===== config.mk =====
export PLATFORM = sky130hd
export DESIGN_NAME = fractional_box_resampler_unit
export DESIGN_NICKNAME = d
export VERILOG_FILES = /design/src/hdl/fbr_pkg.sv /design/src/hdl/fbr_divider.sv /design/src/hdl/fractional_box_resampler_unit.sv
export VERILOG_INCLUDE_DIRS = /design/src /design/src/hdl
export SDC_FILE = /design/constraint.sdc
export NUM_CORES = 2
export LEC_CHECK = 0
export ABC_AREA = 1
export BUFFER_PORTS_ARGS = -buffer_cell sky130_fd_sc_hd__buf_4
export CORE_MARGIN = 10
export CORE_UTILIZATION = 39
export CTS_CLUSTER_DIAMETER = 100
export DETAILED_ROUTE_END_ITERATION = 12
export GPL_TIMING_DRIVEN = 0
export PLACE_DENSITY = 0.52
export SYNTH_ARGS = -nofsm -noshare
export SYNTH_HDL_FRONTEND = slang
export SYNTH_SLANG_ARGS = --single-unit

===== constraint.sdc =====
create_clock -name clock -period 6.8 [get_ports clock]
set_input_delay 1.02 -clock clock [delete_from_list [all_inputs] [get_ports clock]]
set_output_delay 1.02 -clock clock [all_outputs]
set_load 0.05 [all_outputs]

===== src/hdl/fractional_box_resampler_unit_defines.svh =====
// ---------------------------------------------------------------------------
// fractional_box_resampler_unit_defines.svh
// Assertion macros used by the resampler top level
// ---------------------------------------------------------------------------
`ifndef FRACTIONAL_BOX_RESAMPLER_UNIT_DEFINES_SVH
`define FRACTIONAL_BOX_RESAMPLER_UNIT_DEFINES_SVH

`ifndef SYNTH

// same-cycle implication, disabled during reset
`define FBR_ASSERT_IMPL(lbl, clk, rst, ante, cons) \
   lbl: assert property (@(posedge clk) disable iff (rst) (ante) |-> (cons)) \
      else $error("assertion failed");

// next-cycle implication, disabled during reset
`define FBR_ASSERT_NEXT(lbl, clk, rst, ante, cons) \
   lbl: assert property (@(posedge clk) disable iff (rst) (ante) |=> (cons)) \
      else $error("assertion failed");

`else

`define FBR_ASSERT_IMPL(lbl, clk, rst, ante, cons)
`define FBR_ASSERT_NEXT(lbl, clk, rst, ante, cons)

`endif

`endif


===== src/hdl/fbr_pkg.sv =====
// ---------------------------------------------------------------------------
// fbr_pkg
// Shared constants, types and helpers of the fractional box resampler
// ---------------------------------------------------------------------------
package fbr_pkg;

   // default fraction bits of phase, step and sums
   localparam int FRAC_BITS_DEF = 16;

   // fixed sample and quotient widths
   localparam int SAMPLE_W = 16;
   localparam int OUT_W    = 16;
   localparam int QUOT_W   = 16;
   localparam int CNT_W    = $clog2(QUOT_W);

   // configuration port
   localparam int CSR_INDEX_W = 8;
   localparam int CSR_DATA_W  = 32;
   localparam logic [CSR_INDEX_W-1:0] CSR_STEP_RATIO = 8'd0;
   localparam logic [CSR_INDEX_W-1:0] CSR_MUTE       = 8'd1;

   // saturation limits
   localparam logic [OUT_W-1:0] SAT_POS = 16'h7fff;
   localparam logic [OUT_W-1:0] SAT_NEG = 16'h8000;

   // divider status toward the sequencer
   typedef struct packed {
      logic             done;
      logic [OUT_W-1:0] quot;
   } fbr_div_status_type;

   // sign-apply and clamp a quotient magnitude
   function automatic logic [OUT_W-1:0] fbr_saturate(input logic neg, input logic big,
                                                     input logic [QUOT_W-1:0] mag);
      logic [OUT_W-1:0] res;
      if (neg) begin
         if (big || (mag > SAT_NEG)) begin
            res = SAT_NEG;
         end else begin
            res = ~mag + 1'b1;
         end
      end else begin
         if (big || mag[QUOT_W-1]) begin
            res = SAT_POS;
         end else begin
            res = mag;
         end
      end
      return res;
   endfunction

endpackage


===== src/hdl/fbr_divider.sv =====
// ---------------------------------------------------------------------------
// fbr_divider
// Iterative signed-by-unsigned restoring divider with 16-bit saturation
// ---------------------------------------------------------------------------
module fbr_divider #(
   parameter int FRAC_BITS = fbr_pkg::FRAC_BITS_DEF
) (
   input  logic                             clock,
   input  logic                             reset,
   input  logic                             start,
   input  logic signed [FRAC_BITS+23:0]     numer,
   input  logic        [FRAC_BITS+3:0]      denom,
   output fbr_pkg::fbr_div_status_type      status
);
   import fbr_pkg::*;

   localparam int SUM_W  = FRAC_BITS + 24;
   localparam int STEP_W = FRAC_BITS + 4;
   localparam int REM_W  = STEP_W + QUOT_W;
   localparam int DSH_W  = STEP_W + QUOT_W - 1;

   typedef enum logic [1:0] {
      S_IDLE,
      S_CHECK,
      S_ITER
   } div_state_type;

   div_state_type      state_ff;
   logic               done_ff;
   logic [OUT_W-1:0]   quot_out_ff;
   logic               neg_ff;
   logic [SUM_W-1:0]   mag_ff;
   logic [STEP_W-1:0]  den_ff;
   logic [REM_W-1:0]   rem_ff;
   logic [DSH_W-1:0]   dsh_ff;
   logic [QUOT_W-1:0]  quot_ff;
   logic [CNT_W-1:0]   cnt_ff;

   logic [SUM_W-1:0]   numer_mag;
   logic               too_big;
   logic [REM_W-1:0]   trial;
   logic               fits;
   logic [QUOT_W-1:0]  quot_in;

   // magnitude of the numerator
   assign numer_mag = numer[SUM_W-1] ? (~numer + 1'b1) : numer;

   // quotient of 2^16 or more always saturates
   assign too_big = mag_ff >= SUM_W'({den_ff, {QUOT_W{1'b0}}});

   // one restoring step
   assign trial   = rem_ff - REM_W'(dsh_ff);
   assign fits    = rem_ff >= REM_W'(dsh_ff);
   assign quot_in = {quot_ff[QUOT_W-2:0], fits};

   // sequencer and datapath
   always_ff @(posedge clock) begin
      if (reset) begin
         state_ff <= S_IDLE;
         done_ff  <= 1'b0;
      end else begin
         done_ff <= 1'b0;
         case (state_ff)
            S_IDLE: begin
               if (start) begin
                  neg_ff   <= numer[SUM_W-1];
                  mag_ff   <= numer_mag;
                  den_ff   <= denom;
                  state_ff <= S_CHECK;
               end
            end
            S_CHECK: begin
               if (too_big) begin
                  quot_out_ff <= fbr_saturate(neg_ff, 1'b1, '0);
                  done_ff     <= 1'b1;
                  state_ff    <= S_IDLE;
               end else begin
                  rem_ff   <= mag_ff[REM_W-1:0];
                  dsh_ff   <= {den_ff, {(QUOT_W-1){1'b0}}};
                  quot_ff  <= '0;
                  cnt_ff   <= CNT_W'(QUOT_W - 1);
                  state_ff <= S_ITER;
               end
            end
            S_ITER: begin
               if (fits) begin
                  rem_ff <= trial;
               end
               quot_ff <= quot_in;
               dsh_ff  <= dsh_ff >> 1;
               cnt_ff  <= cnt_ff - 1'b1;
               if (cnt_ff == '0) begin
                  quot_out_ff <= fbr_saturate(neg_ff, 1'b0, quot_in);
                  done_ff     <= 1'b1;
                  state_ff    <= S_IDLE;
               end
            end
            default: begin
               state_ff <= S_IDLE;
            end
         endcase
      end
   end

   assign status.done = done_ff;
   assign status.quot = quot_out_ff;

endmodule


===== src/hdl/fractional_box_resampler_unit.sv =====
// ---------------------------------------------------------------------------
// fractional_box_resampler_unit
// Stereo box-filter downsampler by a fractional Q4.F step ratio
// ---------------------------------------------------------------------------
//  channel | direction | handshake            | payload
//  req     | in        | req_tvalid/tready    | tdata: left_in, right_in
//  rsp     | out       | rsp_tvalid/tready    | tdata: left_out, right_out
//  csr     | in        | csr_valid/csr_ready  | csr_index, csr_data
//
//  An item that only accumulates passes through the shared multiplier alone;
//  one that closes an output also makes two passes through the shared divider
//  (range check plus one quotient bit a cycle, or the check alone when it
//  already saturates), and it uses the one shared multiplier as well.
//  Requests are taken only while the sequencer is idle; a finished result
//  sits in the output register while the next request is taken, and the
//  sequencer holds before its output step until that register is free.
//  Synchronous active-high reset clears phase and sums and sets step to 1.0.
// ---------------------------------------------------------------------------
`include "fractional_box_resampler_unit_defines.svh"

module fractional_box_resampler_unit #(
   parameter int FRAC_BITS = fbr_pkg::FRAC_BITS_DEF
) (
   input  logic                               clock,
   input  logic                               reset,
   // fields from bit 0 up: left_in[15:0], right_in[15:0]
   input  logic [31:0]                        req_tdata,
   input  logic                               req_tvalid,
   output logic                               req_tready,
   // fields from bit 0 up: left_out[15:0], right_out[15:0]
   output logic [31:0]                        rsp_tdata,
   output logic                               rsp_tvalid,
   input  logic                               rsp_tready,
   input  logic                               csr_valid,
   output logic                               csr_ready,
   input  logic [fbr_pkg::CSR_INDEX_W-1:0]    csr_index,
   input  logic [fbr_pkg::CSR_DATA_W-1:0]     csr_data
);
   import fbr_pkg::*;

   localparam int STEP_W = FRAC_BITS + 4;
   localparam int SUM_W  = FRAC_BITS + 24;
   localparam int WGT_W  = FRAC_BITS + 1;
   localparam int PROD_W = SAMPLE_W + WGT_W + 1;
   localparam logic [STEP_W-1:0] ONE_STEP = STEP_W'(1) << FRAC_BITS;
   localparam logic [WGT_W-1:0]  ONE_WGT  = WGT_W'(1) << FRAC_BITS;

   typedef enum logic [3:0] {
      ST_IDLE,
      ST_MUL_L,
      ST_MUL_R,
      ST_ACC_R,
      ST_DIV_L,
      ST_DIV_R,
      ST_LOAD_L,
      ST_LOAD_R,
      ST_LOAD_D,
      ST_EMIT
   } seq_state_type;

   seq_state_type               state_ff;
   logic [STEP_W-1:0]           step_ratio_ff;
   logic                        mute_ff;
   logic [STEP_W-1:0]           phase_ff;
   logic signed [SUM_W-1:0]     sum_l_ff;
   logic signed [SUM_W-1:0]     sum_r_ff;
   logic signed [SAMPLE_W-1:0]  left_ff;
   logic signed [SAMPLE_W-1:0]  right_ff;
   logic [STEP_W-1:0]           step_eff_ff;
   logic                        bypass_ff;
   logic signed [PROD_W-1:0]    prod_ff;
   logic [OUT_W-1:0]            ql_ff;
   logic [OUT_W-1:0]            qr_ff;
   logic                        rsp_tvalid_ff;
   logic [31:0]                 rsp_tdata_ff;

   logic                        req_accept;
   logic [WGT_W-1:0]            first_wgt;
   logic signed [SAMPLE_W-1:0]  mul_sample;
   logic [WGT_W-1:0]            mul_weight;
   logic signed [PROD_W-1:0]    mul_prod;
   logic                        div_start;
   logic signed [SUM_W-1:0]     div_numer;
   fbr_div_status_type          div_status;
   logic                        div_wait;
   logic                        emit_fire;

   assign req_tready = (state_ff == ST_IDLE);
   assign req_accept = req_tvalid && req_tready;
   assign csr_ready  = 1'b1;
   assign rsp_tvalid = rsp_tvalid_ff;
   assign rsp_tdata  = rsp_tdata_ff;

   // configuration registers
   always_ff @(posedge clock) begin
      if (reset) begin
         step_ratio_ff <= ONE_STEP;
         mute_ff       <= 1'b0;
      end else if (csr_valid && csr_ready) begin
         case (csr_index)
            CSR_STEP_RATIO: step_ratio_ff <= csr_data[STEP_W-1:0];
            CSR_MUTE:       mute_ff       <= csr_data[0];
            default:        ;
         endcase
      end
   end

   // weight of the part that opens the next output
   assign first_wgt = ONE_WGT - phase_ff[WGT_W-1:0];

   // shared multiplier operand selection
   assign mul_sample = (state_ff == ST_MUL_L || state_ff == ST_LOAD_L) ? left_ff : right_ff;
   assign mul_weight = (state_ff == ST_LOAD_L || state_ff == ST_LOAD_R) ? first_wgt :
                       (bypass_ff ? ONE_WGT : phase_ff[WGT_W-1:0]);
   assign mul_prod   = mul_sample * $signed({1'b0, mul_weight});

   // divider launch: left after accumulation, right when left is done
   assign div_start = (state_ff == ST_ACC_R && !bypass_ff) ||
                      (state_ff == ST_DIV_L && div_status.done);
   assign div_numer = (state_ff == ST_ACC_R) ? sum_l_ff : sum_r_ff;
   assign div_wait  = (state_ff == ST_DIV_L || state_ff == ST_DIV_R);

   // output step fires once the result register is free
   assign emit_fire = (state_ff == ST_EMIT) && (!rsp_tvalid_ff || rsp_tready);

   fbr_divider #(
      .FRAC_BITS (FRAC_BITS)
   ) u_divider (
      .clock  (clock),
      .reset  (reset),
      .start  (div_start),
      .numer  (div_numer),
      .denom  (step_eff_ff),
      .status (div_status)
   );

   // sequencer, state and result register
   always_ff @(posedge clock) begin
      if (reset) begin
         state_ff      <= ST_IDLE;
         phase_ff      <= '0;
         sum_l_ff      <= '0;
         sum_r_ff      <= '0;
         rsp_tvalid_ff <= 1'b0;
      end else begin
         // result valid: set by the output step, cleared once taken
         if (emit_fire) begin
            rsp_tvalid_ff <= 1'b1;
         end else if (rsp_tready) begin
            rsp_tvalid_ff <= 1'b0;
         end
         case (state_ff)
            ST_IDLE: begin
               if (req_accept) begin
                  left_ff     <= mute_ff ? '0 : req_tdata[SAMPLE_W-1:0];
                  right_ff    <= mute_ff ? '0 : req_tdata[2*SAMPLE_W-1:SAMPLE_W];
                  step_eff_ff <= (step_ratio_ff < ONE_STEP) ? ONE_STEP : step_ratio_ff;
                  bypass_ff   <= |phase_ff[STEP_W-1:FRAC_BITS];
                  state_ff    <= ST_MUL_L;
               end
            end
            ST_MUL_L: begin
               prod_ff  <= mul_prod;
               state_ff <= ST_MUL_R;
            end
            ST_MUL_R: begin
               prod_ff  <= mul_prod;
               sum_l_ff <= sum_l_ff + SUM_W'(prod_ff);
               state_ff <= ST_ACC_R;
            end
            ST_ACC_R: begin
               sum_r_ff <= sum_r_ff + SUM_W'(prod_ff);
               if (bypass_ff) begin
                  phase_ff <= phase_ff - ONE_STEP;
                  state_ff <= ST_IDLE;
               end else begin
                  state_ff <= ST_DIV_L;
               end
            end
            ST_DIV_L: begin
               if (div_status.done) begin
                  ql_ff    <= div_status.quot;
                  state_ff <= ST_DIV_R;
               end
            end
            ST_DIV_R: begin
               if (div_status.done) begin
                  qr_ff    <= div_status.quot;
                  state_ff <= ST_LOAD_L;
               end
            end
            ST_LOAD_L: begin
               prod_ff  <= mul_prod;
               state_ff <= ST_LOAD_R;
            end
            ST_LOAD_R: begin
               prod_ff  <= mul_prod;
               sum_l_ff <= SUM_W'(prod_ff);
               state_ff <= ST_LOAD_D;
            end
            ST_LOAD_D: begin
               sum_r_ff <= SUM_W'(prod_ff);
               phase_ff <= step_eff_ff - STEP_W'(first_wgt);
               state_ff <= ST_EMIT;
            end
            ST_EMIT: begin
               if (emit_fire) begin
                  rsp_tdata_ff  <= {qr_ff, ql_ff};
                  state_ff      <= ST_IDLE;
               end
            end
            default: begin
               state_ff <= ST_IDLE;
            end
         endcase
      end
   end

   // divider finishes only while the sequencer waits for it
   `FBR_ASSERT_IMPL(a_div_done_waiting, clock, reset, div_status.done, div_wait)
   // an accumulate-only request never reaches the divider
   `FBR_ASSERT_IMPL(a_bypass_no_div, clock, reset, div_wait, !bypass_ff)
   // a new result appears only out of the output step
   `FBR_ASSERT_IMPL(a_rsp_from_emit, clock, reset, $rose(rsp_tvalid_ff), $past(state_ff) == ST_EMIT)

endmodule


==> results.ini <==
[outcome]
outcome=finished, violations left
violations=setup timing

[worst_setup_path]
critPathKind=reg2reg
rr_endpoint=prod_ff[32]$_DFFE_PP_
arrival_ns=7.26
cp_max_fo=7
critPathCaptureType=flop
rrSetupSlack_ns=-0.08
critPathMaxStageDelay_ns=0.59
r2r-start=phase_ff[0]$_SDFFE_PP0P_
worst_ep_required_time_ns=7.19
slowest_stage=fa_2
crit_path_frequent_cell=fa_2
reg2reg_depth=31
start_kind=flop

[clock_tree]
clock_latency_ns=0.64
cts_max_level=2
cts_tree=done
cts.clk_slew.worst_paths_ns=0.06
cts_buffers=53
cts_buffer_depth=3
cts_hold_buffers=0
clkSinkCount=447
root_buffer=clkbuf_16

[logic_synthesis]
postSynthNetCount=5292
synth_edf_count=318
yosysMostFrequentCell=nand2_1
postSynthAreaPerCell_um2=7.88
synth_largest_area_cell=edfxtp_1
synth_warnings=0
yosys-top-cells-count=nand2_1 (1056), inv_1 (780), nor2_1 (485), a21oi_1 (342), edfxtp_1 (318)
synth.yosys.seq_area_share_pct=32.6
synth-seq-cells=447
synth_ff_type=edfxtp_1
synth.cell_area_um2=37200
ys_top_cells_by_area=edfxtp_1 (26%), fa_1 (11%), nand2_1 (11%)
synth_top_area_share_pct=25.7
ys_async_sr_fraction_pct=0
yosysUniqueCellTypes=65
netlist_instances=4720

[power_and_ir_drop]
p_leak_nw=19.6
ir_drop_mv=0.200
power.total_mw=10.4
p_per_area_nw_per_um2=237

[floorplanning]
die_area_um2=108000
die_y_um=329
core-area_um2=94700
num_rows=113
die_w_um=329
ioPinCount=112
start_util_pct=39.2

[detailed_routing]
num_vias=32384
initialDrtViolationCount=2588
ant_nets=0
drt_first_pass_iters=6
wl_um=124000
wl_per_cell_um=19.6
viasPerCell=5.14
drc_errors=0

[cells_and_area]
layout-drive-gt1-share_pct=13.3
layout.nets=5567
area_growth_pct=17.9

[sta]
fin_crit_sh_pct=101
slew_violations=0
worst_hold_slack_ns=0.417
fin_setup_tns_ns=-0.355
fin_ws_ns=-0.0764
fmax_mhz=145
period_needed_ns=6.88
relSlewSlack_pct=29.9
tightest_slew_ns=1.05
fin_skew_ns=0.0337
setup_viol=7
rsz0062_at_grt=true
hold_violations=0

[placed_design]
numPortBuffers=98
post-place-ws_ns=-2.54
place_congestion=0.961
hpwl_um=99900

[min_path]
hp-start=ql_ff[9]$_DFFE_PP_
min_to=rsp_tdata[9]$_DFFE_PP_
hp-class=reg2reg
whs_path_depth=0

[global_route]
grt_pass1_wl_um=189000
grt_usage_pct=22.4
grt_overflow_total=0
grt_max_degree=36
grt_antenna_before_repair=1
grt_pass1_vias=31958

[run]
drv_cap=0

## layout by cell type, fill, tap and decap left out, types with 32 or more instances in the layout
| cell | n |
|---|---|
| nand3_1 | 147 |
| nor2_1 | 457 |
| inv_1 | 738 |
| nand2_1 | 1025 |
| edfxtp_1 | 318 |
| clkbuf_16 | 54 |
| ha_1 | 262 |
| a31oi_1 | 50 |
| nand4_1 | 36 |
| buf_4 | 204 |
| a21oi_1 | 317 |
| o21ai_0 | 271 |
| xnor2_1 | 39 |
| fa_1 | 192 |
| dfxtp_1 | 125 |
| xor2_1 | 82 |
| nand2_2 | 32 |
| clkbuf_1 | 74 |
| inv_2 | 45 |
## area by class of cell
type | instances | area (um^2)
Fill cell | 9588 | 50900
Multi-Input combinational cell | 3367 | 22900
Sequential cell | 447 | 12100
Inverter | 797 | 3030
Timing Repair Buffer | 222 | 1840
Tap cell | 1265 | 1580
Clock buffer | 70 | 1430
Buffer | 107 | 683
Clock inverter | 27 | 267
Antenna cell | 1 | 2.50
## logic make-up (layout without fill, tap and decap cells)
family | Yosys count | in the layout | share of synthesized area [%]
buffers and inverters | 906 | 1223 | 9.39
adder cells (fa/ha/maj) | 495 | 495 | 20.9
flip-flops | 447 | 447 | 32.6
AND/OR/NAND/NOR | 1879 | 1879 | 20.9
AO/OA/AOI/OAI | 859 | 859 | 13.0
XOR/XNOR | 133 | 133 | 3.13
other | 1 | 2 | 0.0101
## layer usage
metal | track usage [%] | share of wire [%] | vias up
li1 | - | - | 15922
met1 | 29.3 | 44 | 15440
met2 | 38.2 | 48 | 840
met3 | 3.32 | 5.4 | 180
met4 | 6.33 | 3.0 | 2
met5 | 0 | 0.0097 | -
## worst max-delay path: cells and delay by family, from the launching register on
| kind | cells | cell delay (ns) |
|---|---|---|
| buf+inv | 5 | 0.37 |
| simple gates | 14 | 1.69 |
| flops | 1 | 0.34 |
| compound gates | 4 | 0.78 |
| fa+ha+maj | 8 | 3.46 |
## flip-flops by register name, summed over array words and instances, names as in the netlist, 2 cells and up
register	count
left_ff	16
phase_ff	20
prod_ff	34
ql_ff	16
qr_ff	16
right_ff	16
rsp_tdata	32
state_ff	4
step_eff_ff	20
step_ratio_ff	20
sum_l_ff	40
sum_r_ff	40
u_divider.cnt_ff	4
u_divider.den_ff	20
u_divider.dsh_ff	35
u_divider.mag_ff	40
u_divider.quot_ff	15
u_divider.quot_out_ff	16
u_divider.rem_ff	36
u_divider.state_ff	2
## where the power goes
group | internal (mW) | switching (mW) | total (mW)
clock network | 1.60 | 1.22 | 2.82
logic | 1.41 | 2.63 | 4.04
registers | 3.30 | 0.239 | 3.54
total | 6.31 | 4.09 | 10.4
## stage by stage
step | cells | util, % | cell area (um^2)
CTS | 6260 | 45.4 | 43000
global placement | 6083 | 41.7 | 39500
floorplan | 4720 | - | 37200
finish | 6303 | 46.3 | 43800
detailed placement | 6094 | 41.9 | 39700
global route | 6302 | 46.3 | 43800
## worst max path at each step
| stage | start | endpoint | slack [ns] | depth (start not counted) |
|---|---|---|---|---|
| 5_1_grt | phase_ff[0]$_SDFFE_PP0P_ | prod_ff[29]$_DFFE_PP_ | -0.34 | 32 |
| 6_report | phase_ff[0]$_SDFFE_PP0P_ | prod_ff[32]$_DFFE_PP_ | -0.08 | 31 |
| 3_5_place_dp | state_ff[3]$_SDFFE_PP0P_ | prod_ff[25]$_DFFE_PP_ | -2.54 | 27 |
| 4_1_cts | phase_ff[0]$_SDFFE_PP0P_ | prod_ff[30]$_DFFE_PP_ | -0.09 | 32 |
| 2_1_floorplan | phase_ff[0]$_SDFFE_PP0P_ | prod_ff[25]$_DFFE_PP_ | 0.07 | 31 |
| 3_3_place_gp | state_ff[3]$_SDFFE_PP0P_ | prod_ff[25]$_DFFE_PP_ | -2.42 | 27 |
## repair_timing
| item | in CTS | in global routing |
|---|---|---|
| resized for setup | 274 | 137 |
| endpoints found under the hold margin | 0 | 0 |
| pin swaps | 99 | 80 |
| endpoints found under the setup margin | 27 | 23 |
| gates cloned | 0 | 0 |
| setup buffers | 70 | 44 |
No activity file was read; power rests on OpenSTA's default activity.
